[src/rtl/mcg_pkg.sv]
// Types, constants and small lookup functions for the month calendar grid block.
// Used by every module in rtl/; no dependencies.
package mcg_pkg;

    localparam int YEAR_W   = 14;
    localparam int MONTH_W  = 4;
    localparam int DAY_W    = 5;
    localparam int COL_W    = 3;
    localparam int YSH_W    = 15;   // year shifted by one 400-year cycle
    localparam int SUM_W    = 15;   // day-of-week sum before mod 7

    localparam int QUEUE_DEPTH_DEF = 2;

    // floor(x/100) = (x * RECIP_100) >> SH_100, exact for x < 43690
    localparam int RECIP_100 = 5243;
    localparam int SH_100    = 19;
    // floor(x/7) = (x * RECIP_7) >> SH_7, exact for x < 43690
    localparam int RECIP_7   = 37450;
    localparam int SH_7      = 18;

    localparam logic [COL_W-1:0] LAST_COL = 3'd6;

    typedef struct packed {
        logic [YEAR_W-1:0]  year;
        logic [MONTH_W-1:0] month;
    } req_t;

    typedef struct packed {
        logic [DAY_W-1:0] day_number;
        logic [COL_W-1:0] weekday_column;
        logic             row_end;
        logic [COL_W-1:0] first_offset;
        logic             bad_request;
        logic             last;
    } res_t;

    // one classified request, handed from front to back
    typedef struct packed {
        logic             bad;
        logic [DAY_W-1:0] len;
        logic [COL_W-1:0] start;
    } job_t;

    typedef struct packed {
        logic push;
        job_t job;
    } push_t;

    typedef enum logic [2:0] {
        FR_IDLE,
        FR_DIV,
        FR_SUM,
        FR_MOD,
        FR_PUSH
    } front_state_t;

    // month length for a common year; month assumed 1..12
    function automatic logic [DAY_W-1:0] month_days(input logic [MONTH_W-1:0] mo);
        logic [DAY_W-1:0] d;
        case (mo)
            4'd2:    d = 5'd28;
            4'd4:    d = 5'd30;
            4'd6:    d = 5'd30;
            4'd9:    d = 5'd30;
            4'd11:   d = 5'd30;
            default: d = 5'd31;
        endcase
        return d;
    endfunction

    // floor(31*m/12) for the March-based month index m = 1..12
    function automatic logic [DAY_W-1:0] month_shift(input logic [MONTH_W-1:0] m);
        logic [DAY_W-1:0] v;
        case (m)
            4'd1:    v = 5'd2;
            4'd2:    v = 5'd5;
            4'd3:    v = 5'd7;
            4'd4:    v = 5'd10;
            4'd5:    v = 5'd12;
            4'd6:    v = 5'd15;
            4'd7:    v = 5'd18;
            4'd8:    v = 5'd20;
            4'd9:    v = 5'd23;
            4'd10:   v = 5'd25;
            4'd11:   v = 5'd28;
            4'd12:   v = 5'd31;
            default: v = 5'd0;
        endcase
        return v;
    endfunction

endpackage

[src/rtl/mcg_front.sv]
// Front end: accepts a year/month request, checks the month, computes month length
// and weekday of day one in DIV, SUM, MOD states, pushes a job. Depends on mcg_pkg.
module mcg_front (
    input  logic                 aclk,
    input  logic                 aresetn,
    input  logic                 s_valid,
    output logic                 s_ready,
    input  mcg_pkg::req_t        s_data,
    input  logic                 q_full,
    output mcg_pkg::push_t       q_push
);

    mcg_pkg::front_state_t state_reg, state_next;

    logic [mcg_pkg::YEAR_W-1:0]  yr_reg;
    logic [mcg_pkg::YSH_W-1:0]   y_reg;
    logic [mcg_pkg::MONTH_W-1:0] m_reg;
    logic [mcg_pkg::DAY_W-1:0]   len_reg;
    logic                        feb_reg;
    logic                        bad_reg;
    logic [7:0]                  q100_y_reg;
    logic [7:0]                  q100_yr_reg;
    logic [mcg_pkg::SUM_W-1:0]   sum_reg;
    logic [12:0]                 q7_reg;
    logic                        leap_reg;

    logic [27:0]                 prod_y, prod_yr;
    logic [30:0]                 prod_7;
    logic [mcg_pkg::YEAR_W-1:0]  r100;
    logic [mcg_pkg::SUM_W-1:0]   sum_next;
    logic                        leap_next;
    logic                        jan_feb;
    logic                        accept;
    logic [mcg_pkg::SUM_W-1:0]   rem7;
    logic [mcg_pkg::DAY_W-1:0]   len_out;

    assign s_ready = (state_reg == mcg_pkg::FR_IDLE);
    assign accept  = s_valid && s_ready;
    assign jan_feb = (s_data.month <= 4'd2);

    assign prod_y  = 28'(y_reg) * 28'(mcg_pkg::RECIP_100);
    assign prod_yr = 28'(yr_reg) * 28'(mcg_pkg::RECIP_100);
    assign prod_7  = 31'(sum_reg) * 31'(mcg_pkg::RECIP_7);

    assign r100 = yr_reg - 14'(q100_yr_reg * 14'd100);
    // divisible by 100: leap only if the century count is a multiple of 4
    assign leap_next = (r100 == '0) ? (q100_yr_reg[1:0] == 2'b00) : (yr_reg[1:0] == 2'b00);

    assign sum_next = 15'd1 + y_reg + (y_reg >> 2) - 15'(q100_y_reg) + 15'(q100_y_reg >> 2)
                    + 15'(mcg_pkg::month_shift(m_reg));

    assign rem7    = sum_reg - 15'(q7_reg * 13'd7);
    assign len_out = (feb_reg && leap_reg) ? 5'd29 : len_reg;

    always_comb begin
        state_next    = state_reg;
        q_push.push   = 1'b0;
        q_push.job.bad   = bad_reg;
        q_push.job.len   = bad_reg ? '0 : len_out;
        q_push.job.start = bad_reg ? '0 : rem7[mcg_pkg::COL_W-1:0];
        case (state_reg)
            mcg_pkg::FR_IDLE: begin
                if (accept) begin
                    if (s_data.month == 4'd0 || s_data.month > 4'd12) begin
                        state_next = mcg_pkg::FR_PUSH;
                    end else begin
                        state_next = mcg_pkg::FR_DIV;
                    end
                end
            end
            mcg_pkg::FR_DIV: state_next = mcg_pkg::FR_SUM;
            mcg_pkg::FR_SUM: state_next = mcg_pkg::FR_MOD;
            mcg_pkg::FR_MOD: state_next = mcg_pkg::FR_PUSH;
            mcg_pkg::FR_PUSH: begin
                if (!q_full) begin
                    q_push.push = 1'b1;
                    state_next  = mcg_pkg::FR_IDLE;
                end
            end
            default: state_next = mcg_pkg::FR_IDLE;
        endcase
    end

    always_ff @(posedge aclk) begin
        if (!aresetn) begin
            state_reg <= mcg_pkg::FR_IDLE;
            bad_reg   <= 1'b0;
        end else begin
            state_reg <= state_next;
            if (accept) begin
                bad_reg <= (s_data.month == 4'd0 || s_data.month > 4'd12);
            end
        end
    end

    always_ff @(posedge aclk) begin
        if (accept) begin
            yr_reg  <= s_data.year;
            y_reg   <= 15'(s_data.year) + 15'd400 - 15'(jan_feb);
            m_reg   <= jan_feb ? (s_data.month + 4'd10) : (s_data.month - 4'd2);
            len_reg <= mcg_pkg::month_days(s_data.month);
            feb_reg <= (s_data.month == 4'd2);
        end
        if (state_reg == mcg_pkg::FR_DIV) begin
            q100_y_reg  <= prod_y[mcg_pkg::SH_100 +: 8];
            q100_yr_reg <= prod_yr[mcg_pkg::SH_100 +: 8];
        end
        if (state_reg == mcg_pkg::FR_SUM) begin
            sum_reg  <= sum_next;
            leap_reg <= leap_next;
        end
        if (state_reg == mcg_pkg::FR_MOD) begin
            q7_reg <= prod_7[mcg_pkg::SH_7 +: 13];
        end
    end

    a_push_only_in_push: assert property (@(posedge aclk) disable iff (!aresetn)
        q_push.push |-> (state_reg == mcg_pkg::FR_PUSH && !q_full))
        else $error("front pushed outside push state or into full queue");

    a_start_range: assert property (@(posedge aclk) disable iff (!aresetn)
        q_push.push |-> (q_push.job.start <= mcg_pkg::LAST_COL))
        else $error("weekday of day one out of range");

    a_len_range: assert property (@(posedge aclk) disable iff (!aresetn)
        (q_push.push && !q_push.job.bad) |->
            (q_push.job.len >= 5'd28 && q_push.job.len <= 5'd31))
        else $error("month length out of range");

endmodule

[src/rtl/mcg_queue.sv]
// Short job queue between front end and emitter.
// Depends on mcg_pkg.
module mcg_queue #(
    parameter int DEPTH = mcg_pkg::QUEUE_DEPTH_DEF
) (
    input  logic           aclk,
    input  logic           aresetn,
    input  mcg_pkg::push_t q_push,
    output logic           q_full,
    input  logic           q_pop,
    output logic           q_empty,
    output mcg_pkg::job_t  q_head
);

    localparam int PTR_W = (DEPTH > 1) ? $clog2(DEPTH) : 1;
    localparam int CNT_W = $clog2(DEPTH + 1);

    mcg_pkg::job_t            entry_reg [DEPTH];
    logic [PTR_W-1:0]         wr_ptr_reg, rd_ptr_reg;
    logic [CNT_W-1:0]         count_reg;
    logic                     do_push, do_pop;

    assign q_full  = (count_reg == CNT_W'(DEPTH));
    assign q_empty = (count_reg == '0);
    assign q_head  = entry_reg[rd_ptr_reg];
    assign do_push = q_push.push && !q_full;
    assign do_pop  = q_pop && !q_empty;

    function automatic logic [PTR_W-1:0] ptr_inc(input logic [PTR_W-1:0] p);
        return (p == PTR_W'(DEPTH - 1)) ? '0 : p + PTR_W'(1);
    endfunction

    always_ff @(posedge aclk) begin
        if (!aresetn) begin
            wr_ptr_reg <= '0;
            rd_ptr_reg <= '0;
            count_reg  <= '0;
        end else begin
            if (do_push) wr_ptr_reg <= ptr_inc(wr_ptr_reg);
            if (do_pop)  rd_ptr_reg <= ptr_inc(rd_ptr_reg);
            if (do_push && !do_pop) count_reg <= count_reg + CNT_W'(1);
            else if (do_pop && !do_push) count_reg <= count_reg - CNT_W'(1);
        end
    end

    always_ff @(posedge aclk) begin
        if (do_push) entry_reg[wr_ptr_reg] <= q_push.job;
    end

    a_count_bound: assert property (@(posedge aclk) disable iff (!aresetn)
        count_reg <= CNT_W'(DEPTH))
        else $error("queue count overflow");

    a_no_pop_empty: assert property (@(posedge aclk) disable iff (!aresetn)
        q_pop |-> !q_empty)
        else $error("pop from empty queue");

    a_no_push_full: assert property (@(posedge aclk) disable iff (!aresetn)
        q_push.push |-> !q_full)
        else $error("push into full queue");

endmodule

[src/rtl/mcg_back.sv]
// Emitter: takes a job from the queue and sends one day cell per cycle
// through a registered output while m_ready allows. Depends on mcg_pkg.
module mcg_back (
    input  logic          aclk,
    input  logic          aresetn,
    input  logic          q_empty,
    input  mcg_pkg::job_t q_head,
    output logic          q_pop,
    output logic          m_valid,
    input  logic          m_ready,
    output mcg_pkg::res_t m_data
);

    logic                      active_reg;
    mcg_pkg::job_t             job_reg;
    logic [mcg_pkg::DAY_W-1:0] day_reg;
    logic [mcg_pkg::COL_W-1:0] col_reg;
    logic                      m_valid_reg;
    mcg_pkg::res_t             m_data_reg;

    logic                      advance;
    logic                      cell_last;
    mcg_pkg::res_t             day_cell;

    assign advance   = !m_valid_reg || m_ready;
    assign q_pop     = !active_reg && !q_empty;
    assign cell_last = job_reg.bad || (day_reg == job_reg.len);

    always_comb begin
        if (job_reg.bad) begin
            day_cell = '0;
            day_cell.bad_request = 1'b1;
            day_cell.last        = 1'b1;
        end else begin
            day_cell.day_number     = day_reg;
            day_cell.weekday_column = col_reg;
            day_cell.row_end        = (col_reg == mcg_pkg::LAST_COL);
            day_cell.first_offset   = job_reg.start;
            day_cell.bad_request    = 1'b0;
            day_cell.last           = cell_last;
        end
    end

    always_ff @(posedge aclk) begin
        if (!aresetn) begin
            active_reg  <= 1'b0;
            m_valid_reg <= 1'b0;
        end else begin
            if (active_reg && advance) begin
                m_valid_reg <= 1'b1;
                if (cell_last) active_reg <= 1'b0;
            end else begin
                if (advance) m_valid_reg <= 1'b0;
                if (q_pop) active_reg <= 1'b1;
            end
        end
    end

    always_ff @(posedge aclk) begin
        if (active_reg && advance) begin
            m_data_reg <= day_cell;
            day_reg    <= day_reg + 5'd1;
            col_reg    <= (col_reg == mcg_pkg::LAST_COL) ? '0 : col_reg + 3'd1;
        end else if (q_pop) begin
            job_reg <= q_head;
            day_reg <= 5'd1;
            col_reg <= q_head.start;
        end
    end

    assign m_valid = m_valid_reg;
    assign m_data  = m_data_reg;

    a_col_range: assert property (@(posedge aclk) disable iff (!aresetn)
        m_valid |-> (m_data.weekday_column <= mcg_pkg::LAST_COL))
        else $error("weekday column out of range");

    a_bad_is_last: assert property (@(posedge aclk) disable iff (!aresetn)
        (m_valid && m_data.bad_request) |-> (m_data.last && m_data.day_number == '0))
        else $error("error cell not a lone last cell");

    a_day_bound: assert property (@(posedge aclk) disable iff (!aresetn)
        (active_reg && !job_reg.bad) |-> (day_reg >= 5'd1 && day_reg <= job_reg.len))
        else $error("day counter past month length");

    a_no_pop_busy: assert property (@(posedge aclk) disable iff (!aresetn)
        q_pop |-> !active_reg)
        else $error("job taken while emitting");

endmodule

[src/rtl/month_calendar_grid_generator_core.sv]
// Month calendar grid generator: one request in, one cell per day of the month out,
// one error cell for a bad month. A request passes the front states DIV, SUM, MOD
// and PUSH (only PUSH for a bad month), the job queue and the output register. The
// front end (multiply-based divide steps) takes no new request until it has pushed
// its job; the emitter sends one cell per cycle while m_ready allows, one job at a
// time. Synchronous active-low reset empties all.
module month_calendar_grid_generator_core #(
    parameter int QUEUE_DEPTH = mcg_pkg::QUEUE_DEPTH_DEF
) (
    input  logic          aclk,
    input  logic          aresetn,
    input  logic          s_valid,
    output logic          s_ready,
    input  mcg_pkg::req_t s_data,
    output logic          m_valid,
    input  logic          m_ready,
    output mcg_pkg::res_t m_data
);

    mcg_pkg::push_t q_push;
    mcg_pkg::job_t  q_head;
    logic           q_full, q_empty, q_pop;

    mcg_front u_front (
        .aclk    (aclk),
        .aresetn (aresetn),
        .s_valid (s_valid),
        .s_ready (s_ready),
        .s_data  (s_data),
        .q_full  (q_full),
        .q_push  (q_push)
    );

    mcg_queue #(.DEPTH(QUEUE_DEPTH)) u_queue (
        .aclk    (aclk),
        .aresetn (aresetn),
        .q_push  (q_push),
        .q_full  (q_full),
        .q_pop   (q_pop),
        .q_empty (q_empty),
        .q_head  (q_head)
    );

    mcg_back u_back (
        .aclk    (aclk),
        .aresetn (aresetn),
        .q_empty (q_empty),
        .q_head  (q_head),
        .q_pop   (q_pop),
        .m_valid (m_valid),
        .m_ready (m_ready),
        .m_data  (m_data)
    );

endmodule

[config.mk]
export PLATFORM = sky130hd
export DESIGN_NAME = month_calendar_grid_generator_core
export DESIGN_NICKNAME = d
export VERILOG_FILES = /design/src/rtl/mcg_pkg.sv /design/src/rtl/mcg_front.sv /design/src/rtl/mcg_queue.sv /design/src/rtl/mcg_back.sv /design/src/rtl/month_calendar_grid_generator_core.sv
export SDC_FILE = /design/constraint.sdc
export NUM_CORES = 1
export LEC_CHECK = 0
export BUFFER_PORTS_ARGS = -buffer_cell sky130_fd_sc_hd__buf_2
export CAP_MARGIN = 20
export CORE_MARGIN = 2
export CORE_UTILIZATION = 62
export DETAILED_ROUTE_END_ITERATION = 6
export PLACE_DENSITY = 0.76
export SKIP_CTS_REPAIR_TIMING = 1
export SLEW_MARGIN = 10
export SYNTH_ARGS = -nofsm -noshare
export SYNTH_HDL_FRONTEND = slang
export SYNTH_SLANG_ARGS = --single-unit
[constraint.sdc]
create_clock -name aclk -period 6.66 [get_ports aclk]
set_clock_uncertainty 0.05 [all_clocks]
set_input_delay 0.333 -clock aclk [delete_from_list [all_inputs] [get_ports aclk]]
set_output_delay 0.333 -clock aclk [all_outputs]
set_load 0.05 [all_outputs]
**Word-level counts from Yosys, hierarchy flattened**

Memories as Yosys holds them, arrays and structs flattened. A register that Yosys moved wholly into a read port is not among the register bits.
Index checks and enable logic that the tools add are counted.

- Logic and storage cells: 132
- Bits in registers: 125
- Input port bits: 22
- RAM bits: 18
- Memories: 2
- Memory bits (read-only): 80
- Output and inout port bits: 16

Memories:

| name | depth | width | read ports | clocked after memory_dff | wr ports | RTL line | text |
|---|---|---|---|---|---|---|---|
| (no name shown) | 16 | 5 | 1 | 1 | 0 | mcg_pkg.sv:74 | `case (m)` |
| u_queue.entry_reg | 2 | 9 | 1 | 1 | 1 | mcg_queue.sv:18 | `mcg_pkg::job_t entry_reg [DEPTH];` |

- Bitwise gates (word level): 1
- Equal/unequal tests: 15
- Add/sub/neg operators: 17
- Reduce and logical (&&, ||, !) cells: 30
- Multiplexer cells: 32
- Order comparisons: 2
- Multiply operators: 5

Operators by type and width:

| cell | count |
|---|---|
| multiplier 15 x 15 -> 30 bit (second input constant) | 1 |
| multiplier 14 x 13 -> 27 bit (second input constant) | 1 |
| multiplier 15 x 13 -> 27 bit (second input constant) | 1 |
| two-way mux 3 bit | 7 |
| two-way mux 5 bit | 4 |
| adder 1 x 15 -> 15 bit (first input constant) | 1 |
| adder 14 x 9 -> 15 bit (second input constant) | 1 |
| adder 15 x 13 -> 15 bit | 1 |
| adder 15 x 5 -> 15 bit | 1 |
| adder 15 x 6 -> 15 bit | 1 |
| one-hot mux 3 bit (5 select lines) | 1 |
| subtractor 15 x 1 -> 15 bit | 1 |
| subtractor 15 x 8 -> 15 bit | 1 |
| zero test 14 bit | 1 |
| two-way mux 1 bit | 14 |
| subtractor 14 bit | 1 |
| multiplier 13 x 3 -> 3 bit (second input constant) | 1 |
| multiplier 8 x 5 -> 12 bit (second input constant) | 1 |
| == test 4 x 3 -> 1 bit (second input constant) | 2 |
| == test 4 bit (second input constant) | 2 |
| logical AND 1 bit | 8 |
| two-way mux 4 bit | 2 |
| == test 3 x 2 -> 1 bit (second input constant) | 2 |
| == test 3 bit (second input constant) | 2 |
| other kinds (27) | 44 |

**Depth between registers and ports, before layout**

Gate-level depths: netlist of the first run.

- Word-level depth: 8
- Mapped depth: 19
- Depth with buffers taken out: 19

**Hierarchy**

A second synthesis of the first run with hierarchy kept.

- Cell total of the unflattened synthesis: 1570
- Area, all modules: 17007.6 um^2

Modules (own cells, without submodules):

| module | instances | area each (um^2) | seq. area each (um^2) | cells an instance |
|---|---|---|---|---|
| mcg_front | 1 | 14786.7 | 2312.2 | 1433 |
| mcg_back | 1 | 1340.0 | 970.9 | 84 |
| mcg_queue | 1 | 880.8 | 640.6 | 53 |

**Least setup slack after synthesis of the first run**

Ideal clock, no wire load.

- Path kind: flip-flop to flip-flop
- From: reg u_front.yr_reg[11] (netlist name)
- To: reg u_front.q100_yr_reg[6] (data pin)
- Arrival time: 4524 ps
- Buffers on the path: 0
- Library setup time: 258 ps
- Path slack: 1828 ps
- Period minus slack after synthesis: 4832 ps
- Data required time: 6352 ps
- Cell stages (with the launch flop): 19
- Cells stage by stage: edfxtp_1 fa_1 ha_1 inv_1 fa_1 inv_1 fa_1 inv_1 fa_1 inv_1 ha_1 and3_1 nand3_1 a211oi_1 a21oi_2 a311oi_2 o21a_1 nor2_1 xnor2_1

- Word-level cells in the longest chain between the ends: 1

Ends and longest elaborated chain:

| element | RTL line | text |
|---|---|---|
| from (decl) | mcg_front.sv:15 | `logic [mcg_pkg::YEAR_W-1:0] yr_reg;` |
| from (signal assigned) | mcg_front.sv:98 | `yr_reg <= s_data.year;` |
| multiplier 14 x 13 -> 27 bit | mcg_front.sv:42 | `assign prod_yr = 28'(yr_reg) * 28'(mcg_pkg::RECIP_100);` |
| via u_front.prod_yr[25] | mcg_front.sv:27 | `logic [27:0] prod_y, prod_yr;` |
| to (signal assigned) | mcg_front.sv:106 | `q100_yr_reg <= prod_yr[mcg_pkg::SH_100 +: 8];` |
| to (decl) | mcg_front.sv:22 | `logic [7:0] q100_yr_reg;` |

The timed path passes the listed nets, and every way through them passes these cells.
A chain may end at the register's enable or synchronous reset.

**Final worst setup path of the first run**

- From: reg u_front.y_reg[6] (netlist name)
- To: reg u_front.q100_y_reg[4] (data pin)

- Word-level cells in the longest chain between the ends: 1

Ends and longest elaborated chain:

| element | RTL line | text |
|---|---|---|
| from (decl) | mcg_front.sv:16 | `logic [mcg_pkg::YSH_W-1:0] y_reg;` |
| from (signal assigned) | mcg_front.sv:99 | `y_reg <= 15'(s_data.year) + 15'd400 - 15'(jan_feb);` |
| multiplier 15 x 13 -> 27 bit | mcg_front.sv:41 | `assign prod_y = 28'(y_reg) * 28'(mcg_pkg::RECIP_100);` |
| via u_front.prod_y[23] | mcg_front.sv:27 |  |
| to (signal assigned) | mcg_front.sv:105 | `q100_y_reg <= prod_y[mcg_pkg::SH_100 +: 8];` |
| to (decl) | mcg_front.sv:21 | `logic [7:0] q100_y_reg;` |

The timed path passes the listed nets, and every way through them passes these cells.

==> impl_results.md, run 1 <==
- Most frequent cell after synthesis: ha_1
- Worst-margin pin slew: 669 ps
- Die X-Extent: 166 um
- Diode count: 0
- Adder-Cell Fraction of Synth Area: 50.5%
- Die height: 166 um
- Crit path max fanout: 6
- Max layer used: met4
- Multiplexer share of the synthesized area: 1.15%
- Vias in the first global route: 11200
- Post-Syn Nets: 2062
- FF/Latch Area: 3740 sq um
- Average size of a mapped cell: 11.0 sq um
- Starting density of the core: 62.9%
- Synth warn: 0
- Row count: 59
- Setup crit end kind: register
- Port Buffers: 37
- Drt drc: 0
- Max-Cap Viols: 0
- Cells after Synth: 1491
- CTS sink cnt: 130
- Final nets: 2116
- Crit path cell chain: inv_1 > fa_1 > inv_1 > ha_1 > fa_1 > inv_1 > fa_1 > fa_1 > inv_1 > ha_1 > and4_1 > o21ai_0 > a21boi_1 > o21ai_0 > o31a_1 > o21bai_1 > xor2_1
- Worst EP required: 6780 ps
- Synth top area share: 27.9%
- Simple-Gate Fraction of Synth Area: 5.50%
- Largest net degree at the start of global routing: 44
- Crit path DAT: 5340 ps
- Post-synthesis register bit count: 130
- H-tree depth: 4
- Crit path max-delay cell type: edfxtp_1
- Seq/Total Area, Yosys: 22.9%
- Peak per-stage delay on the critical path: 590 ps
- Fin crit period: 5220 ps
- Largest family of logic cells by synthesized area: adder cells
- Status: finished clean
- Drt pass-1 iters: 7
- Area delta synth->final: 7.18%
- Cell Area, Synth: 16400 sq um
- Most frequent cells after synthesis: ha_1, inv_1, fa_1
- Post-DR wirelength/cell: 17.2 um
- Worst hold path class: in2reg
- Met2 wire length: 15300 um
- DR iter-0 viols: 658
- Final Setup Violations: 0
- Final GP Congestion: 0.966
- Asr flop ratio synth: 0%
- Total grt overflow: 0
- EDFF count, synth: 114
- Setup_tns: 0 ps
- Crit start category: register
- Final Cycle Share: 78.4%
- RSZ-0062 raised after global routing: false
- CTS Buf Count: 17
- Max Clk Rate: 192 MHz
- GRT Total Usage: 25.6%
- Compound-cell area share of the yosys netlist: 7.34%
- Synth Flop Type: edfxtp_1
- Worst Path Class, Setup: reg2reg
- Xor and xnor area share after synthesis: 4.34%
- Rel. slew slack: 55.3%
- Clock latency on the worst-skew pair: 420 ps
- Die area: 27700 sq um
- Final hold violation count: 0
- Root Driver: clkbuf_16
- Dpl hpwl: 27500 um
- Synth area leader: ha_1
- Share of cells above drive strength 1: 6.48%
- Ports: 38
- Filler Cell Count: 1926
- Area taken by multi-input logic gates: 11300 sq um
- Met3 wire length: 1820 um
- Wire length of the first global-routing pass: 56400 um
- Post-synthesis cell type count: 61
- Final antenna-violating net count: 0
- TritonCTS clock tree: done
- Bufs on Longest Clock Path: 2
- Top post-synthesis cells by area: ha_1, fa_1, edfxtp_1, inv_1, xnor2_1
- Max Slew Vio Count: 0
- Routed vias/inst: 5.47
- Via count: 10400
- Clock-pin transition on the worst setup and hold timing paths: 60 ps
- WL met1: 15000 um
- Final wirelength: 32700 um
- Initial antenna violation count: 0
- Core area: 26000 sq um
## stage by stage
stage / area [sq um] / utilization, % / hold slack [ps] / setup slack (ps) / cells
after floorplan: 16400 / - / 382 / 1830 / 1491
after global placement: 17000 / 65.3 / 439 / 1550 / 1861
after detailed placement: 17000 / 65.3 / 458 / 1460 / 1861
after CTS: 17500 / 67.4 / 71.0 / 1430 / 1893
after global routing: 17500 / 67.4 / 70.6 / 1150 / 1893
final: 17500 / 67.4 / 86.1 / 1440 / 1893
## metal layers
layer	vias up	global-route usage (%)
met3	40	5.79
li1	5041	-
met1	5050	35.5
met5	-	0
met2	221	41.6
met4	0	5.66
## final timing paths
check / startpoint / depth (start not counted) / endpoint / slack (ps)
worst max-delay path: u_front.y_reg[6] / 17 / u_front.q100_y_reg[4] / 1440
worst min register to register: u_queue.count_reg[1] / 2 / u_queue.count_reg[1] / 470
worst max register to register: u_front.y_reg[6] / 17 / u_front.q100_y_reg[4] / 1440
worst min-delay path: s_data[17] / 1 / u_front.yr_reg[13] / 90
## cells by family after synthesis
| logic type | Yosys count |
|---|---|
| buffers and inverters | 362 |
| AO/OA/AOI/OAI | 176 |
| flip-flops | 130 |
| AND/OR/NAND/NOR | 176 |
| XOR/XNOR | 81 |
| adder cells (fa/ha/maj) | 549 |
| multiplexers | 17 |
## cells in the final DEF (no fill, tap or decap), drive strengths merged, types with 11 or more instances in the layout
cell type / count
a21o: 19
buf: 40
nor2b: 23
nor3: 13
nand2: 37
o21a: 11
mux2: 11
ha: 365
dfxtp: 16
nand3: 12
inv: 361
a21oi: 50
clkbuf: 18
xor2: 26
a211oi: 12
xnor2: 55
edfxtp: 114
fa: 184
nor2: 44
o21ai: 35
## final cells by class
class / count / share of cell area, %
multi-input combinational: 999 / 64.2
tap: 335 / 2.39
timing repair buffer: 40 / 1.19
sequential: 130 / 21.4
inverter: 357 / 7.65
clock buffer: 18 / 2.45
clock inverter: 14 / 0.735
## worst max-delay path, delay by kind of cell, from the launching register on
kind,cells,cell delay [ps]
AOI/OAI and AO/OA,5,1110
adders and majority gates,6,2590
DFF,1,590
buffers and inverters,4,350
and+or+nand+nor,1,190
xor gates and xnor gates,1,80
Power of run 1 is left out: the tool's default activity adds up to more than one toggle a clock period on the data nets, which glitch-free logic cannot reach.
==> inputs of run 2 (changes only) <==
--- a/config.mk
+++ b/config.mk
@@ -8,7 +8,7 @@
 export BUFFER_PORTS_ARGS = -buffer_cell sky130_fd_sc_hd__buf_2
 export CAP_MARGIN = 20
 export CORE_MARGIN = 2
-export CORE_UTILIZATION = 62
+export CORE_UTILIZATION = 59
 export DETAILED_ROUTE_END_ITERATION = 6
 export PLACE_DENSITY = 0.76
 export SKIP_CTS_REPAIR_TIMING = 1
==> constraint.sdc (replaced) <==
create_clock -name aclk -period 4.7 [get_ports aclk]
set_clock_uncertainty 0.05 [all_clocks]
set_input_delay 0.235 -clock aclk [delete_from_list [all_inputs] [get_ports aclk]]
set_output_delay 0.235 -clock aclk [all_outputs]
set_load 0.05 [all_outputs]
==> run 2 against run 1 <==
Against the previous run: the run now ends with negative setup slack left; core utilization increased by 5.4 points; critical endpoint is now u_front.q100_yr_reg[6]; setup slack got worse by 1800 ps; fmax increased by 3.9%.
==> impl_results.md, run 2 (synthesis gave the netlist of run 1 again) <==
- Largest net degree at the start of global routing: 44
- Clock-pin transition on the worst setup and hold timing paths: 60 ps
- Wire length of the first global-routing pass: 57000 um
- TritonCTS clock tree: done
- Setup_tns: -2610 ps
- FF/Latch Area: 3740 sq um
- Critical path buffers and inverters: 5
- Total grt overflow: 0
- Initial antenna violation count: 1
- Final antenna-violating net count: 0
- Drt drc: 0
- Finished Cell Area: 19700 sq um
- Worst-margin pin slew: 714 ps
- Hold slack: 15.5 ps
- Bufs on Longest Clock Path: 2
- Worst Path Class, Setup: reg2reg
- Core area: 27100 sq um
- Final Setup Violations: 13
- Post-DR wirelength/cell: 17.7 um
- Final Cycle Share: 107%
- Post-route setup slack: -325 ps
- Top delay family on crit path: adder cells
- Final core occ: 72.9%
- Routed vias/inst: 5.41
- Worst EP required: 4820 ps
- RSZ-0062 raised after global routing: true
- Final GP Congestion: 0.970
- Die X-Extent: 170 um
- Crit path top cell by count: fa_1
- Drt pass-1 iters: 5
- DP Area: 18100 sq um
- Die area: 29100 sq um
- Crit start category: register
- Max-Cap Viols: 0
- Max Clk Rate: 199 MHz
- Failing checks: negative setup slack
- Worst hold path class: in2reg
- Peak per-stage delay on the critical path: 520 ps
- Row count: 60
- Final nets: 2299
- Diode count: 0
- DR iter-0 viols: 657
- Setup crit end kind: register
- Crit path max-delay cell type: fa_1
- Root Driver: clkbuf_16
- Status: complete, but fails checks
- Die height: 170 um
- Commonest non-fill, non-tap cell in the layout: inv_1
- Ports: 38
- Port Buffers: 37
- Vias in the first global route: 11800
- Crit path DAT: 5140 ps
- Clock latency on the worst-skew pair: 420 ps
- Final wirelength: 37400 um
- Max Slew Vio Count: 0
- H-tree depth: 4
- Area delta synth->final: 20.8%
- Fin crit period: 5020 ps
- Crit path cell chain: buf_4 > fa_1 > ha_1 > inv_1 > fa_1 > inv_2 > fa_1 > inv_1 > fa_1 > inv_2 > ha_4 > a211oi_2 > o21a_1 > a211oi_2 > a21oi_2 > a311oi_4 > o21a_1 > nor2_2 > xnor2_1
- Most frequent cells in the layout: inv_1, ha_1, fa_1, buf_4, edfxtp_1
- Final hold violation count: 0
- Area taken by multi-input logic gates: 12000 sq um
- Starting density of the core: 60.3%
- Dpl hpwl: 28400 um
- CTS sink cnt: 130
- Filler Cell Count: 1746
- Crit path max fanout: 4
- Rel. slew slack: 52.2%
- Share of cells above drive strength 1: 22.3%
- Via count: 11400
- CTS Buf Count: 17
- GRT Total Usage: 25.3%
## run 2: final timing paths
| path | start | to | slack (ps) | depth (start not counted) |
|---|---|---|---|---|
| worst max-delay path | u_front.yr_reg[10] | u_front.q100_yr_reg[6] | -320 | 19 |
| worst max register to register | u_front.yr_reg[10] | u_front.q100_yr_reg[6] | -320 | 19 |
| worst min-delay path | s_data[13] | u_front.yr_reg[9] | 20 | 1 |
| worst min register to register | u_back.job_reg[2] | u_back.m_data[4] | 490 | 1 |
## run 2: final cells by class
class,instances,area share (%)
Clock inverter,14,0.748
Tap cell,372,2.36
Sequential cell,130,19.0
Inverter,357,6.81
Multi-Input combinational cell,999,60.6
Timing Repair Buffer,223,8.37
Clock buffer,18,2.17
## run 2: metal layers
layer / track usage (%) / vias up / wire length, um
li1: - / 5411 / -
met1: 33.6 / 5640 / 16000
met2: 43.6 / 300 / 18800
met3: 4.21 / 83 / 1700
met4: 5.50 / 0 / 889
met5: 0 / - / 0
## run 2: worst reg2reg max path: stages, from the launching register on
cell and delay (ps):
edfxtp_1 480, buf_4 190, fa_1 440, ha_1 280
inv_1 50, fa_1 490, inv_2 40, fa_1 520
inv_1 50, fa_1 490, inv_2 50, ha_4 220
a211oi_2 190, o21a_1 210, a211oi_2 90, a21oi_2 290
a311oi_4 180, o21a_1 240, nor2_2 130, xnor2_1 90
## run 2: through the flow
stage               worst slack [ps]  std cells
floorplan                       -121       1491
global placement                -262       2043
detailed placement              -395       2043
CTS                             -425       2075
global route                    -513       2113
finish                          -325       2113
Power of run 2 is left out for the same reason.
==> inputs of run 3 (changes only) <==
--- a/config.mk
+++ b/config.mk
@@ -5,6 +5,7 @@
 export SDC_FILE = /design/constraint.sdc
 export NUM_CORES = 1
 export LEC_CHECK = 0
+export ABC_AREA = 1
 export BUFFER_PORTS_ARGS = -buffer_cell sky130_fd_sc_hd__buf_2
 export CAP_MARGIN = 20
 export CORE_MARGIN = 2
==> run 3 against run 2 <==
Against the previous run: the flow still finishes with violations (negative setup slack); non-clock buffer count shrank 106; sequential share of layout area shrank 0.30 points; wire length grew 9.3%; die area grew 7.9%; fmax grew 6.8%; first-iteration DRC count grew 33%; critical path depth grew 2; flip-flop and latch count is the same; cell count grew 16%; worst hold slack lost 5.0 ps; critical path type unchanged; highest routed layer unchanged.
==> impl_results.md, run 3 <==
- Row count: 63
- Final antenna-violating net count: 0
- Die X-Extent: 177 um
- FF/Latch Area: 3740 sq um
- Commonest non-fill, non-tap cell in the layout: inv_1
- Post-synthesis register bit count: 130
- Cell Area, Synth: 17700 sq um
- Via count: 13200
- Port Buffers: 37
- Clock-pin transition on the worst setup and hold timing paths: 70 ps
- Post-synthesis cell type count: 45
- Final nets: 2621
- Root Driver: clkbuf_16
- H-tree depth: 4
- Setup crit start: u_front.y_reg[12]
- Ports: 38
- DP Area: 18700 sq um
- Final GP Congestion: 0.956
- Wire length of the first global-routing pass: 66200 um
- Worst EP required: 4840 ps
- Status: complete, but fails checks
- Starting density of the core: 59.8%
- Filler Cell Count: 2211
- Top delay family on crit path: adder cells
- Crit path DAT: 4840 ps
- Average size of a mapped cell: 9.22 sq um
- Most frequent cell after synthesis: inv_1
- Finished Layout Cells: 2453
- Die area: 31300 sq um
- Max Clk Rate: 213 MHz
- Peak per-stage delay on the critical path: 530 ps
- Setup crit end kind: register
- Vias in the first global route: 13600
- Drt drc: 0
- Dpl hpwl: 33400 um
- Area taken by multi-input logic gates: 12600 sq um
- Post-Syn Nets: 2487
- Die height: 177 um
- Diode count: 0
- Crit path max-delay cell type: fa_1
- Share of cells above drive strength 1: 12.8%
- Final Setup Violations: 1
- Post-DR wirelength/cell: 16.6 um
- Worst-margin pin slew: 930 ps
- Final wirelength: 40800 um
- Crit start category: register
- Synth Flop Type: edfxtp_1
- Worst hold path class: in2reg
- Rel. slew slack: 37.9%
- Seq/Total Area, Yosys: 21.2%
- Setup_tns: -5.02 ps
- Max Slew Vio Count: 0
- Final core occ: 67.9%
- Routed vias/inst: 5.40
- Critical path buffers and inverters: 5
- Synth warn: 0
- CTS Buf Count: 17
- Most frequent cells in the layout: inv_1, ha_1, nand2_1, fa_1, edfxtp_1
- Bufs on Longest Clock Path: 2
- Area delta synth->final: 13.6%
- Origin of the critical flop-to-flop path: u_front.y_reg[12]
- Clock latency on the worst-skew pair: 440 ps
- GRT Total Usage: 26.9%
- Final hold violation count: 0
- Post-route setup slack: -5.02 ps
- Cells after Synth: 1916
- Most frequent cells after synthesis: inv_1, ha_1, nand2_1
- Fin crit period: 4710 ps
- Core area: 29600 sq um
- Max-Cap Viols: 0
- TritonCTS clock tree: done
- Worst Path Class, Setup: reg2reg
- Crit path max fanout: 4
- Total grt overflow: 0
- EDFF count, synth: 114
- Finished Cell Area: 20100 sq um
- CTS sink cnt: 130
- RSZ-0062 raised after global routing: true
- Placed Cells: 2385
- Crit path cell chain: buf_6 > fa_1 > ha_1 > inv_1 > fa_1 > inv_1 > fa_1 > inv_1 > fa_1 > inv_1 > ha_4 > nand2_4 > nor2_4 > nand2_1 > nor2_2 > nand2_1 > nand2_1 > nor2_2 > nand2_2 > a21oi_2 > xnor2_1
- Failing checks: negative setup slack
- DR iter-0 viols: 871
- Initial antenna violation count: 0
- Largest net degree at the start of global routing: 42
- Synth area leader: ha_1
- Asr flop ratio synth: 0%
- Top post-synthesis cells by area: ha_1, fa_1, edfxtp_1, inv_1, nand2_1
- Hold_sp: s_data[14]
- Synth top area share: 25.8%
- Drt pass-1 iters: 5
- Final Cycle Share: 100%
## run 3: cell families (layout without fill, tap and decap cells)
group / after synthesis / after routing / synth area share [%]
adders and majority gates: 549 / 549 / 46.7
and+or+nand+nor: 477 / 477 / 11.2
xor gates and xnor gates: 67 / 67 / 3.36
muxes: 7 / 7 / 0.446
AOI/OAI and AO/OA: 213 / 213 / 7.02
DFF: 130 / 130 / 21.2
buffers and inverters: 473 / 620 / 10.1
## run 3: per-stage QoR
step	hold slack (ps)	setup slack, ps
detailed placement	386	-175
CTS	-64.7	-194
global placement	387	-86.1
floorplan	284	278
finish	10.5	-5.02
global route	7.42	-133
## run 3: final timing paths
check,cells after the start,end,slack (ps)
max reg2reg,21,u_front.q100_y_reg[7],-5
min,1,u_front.yr_reg[10],10
max,21,u_front.q100_y_reg[7],-5
min reg2reg,1,u_queue.rd_ptr_reg,410
## run 3: cell type report
class | count | area share [%]
tap | 390 | 2.43
clock inverter | 15 | 0.761
clock buffer | 17 | 2.12
inverter | 471 | 8.84
sequential | 130 | 18.7
timing repair buffer | 117 | 4.19
multi-input combinational | 1313 | 63.0
## run 3: worst reg2reg max path: stages (launching register included)
cell	delay, ps
edfxtp_1	480
buf_6	170
fa_1	480
ha_1	320
inv_1	60
fa_1	480
inv_1	60
fa_1	530
inv_1	50
fa_1	530
inv_1	70
ha_4	310
nand2_4	80
nor2_4	70
nand2_1	90
nor2_2	140
nand2_1	60
nand2_1	90
nor2_2	40
nand2_2	100
a21oi_2	70
xnor2_1	130
## run 3: layer usage
metal	track usage, %	vias up	wire length, um
met5	0	-	0
met4	7.44	0	1010
met3	5.30	63	2130
met2	46.2	341	20000
met1	34.5	6395	17700
li1	-	6435	-
Power of run 3 is left out for the same reason.
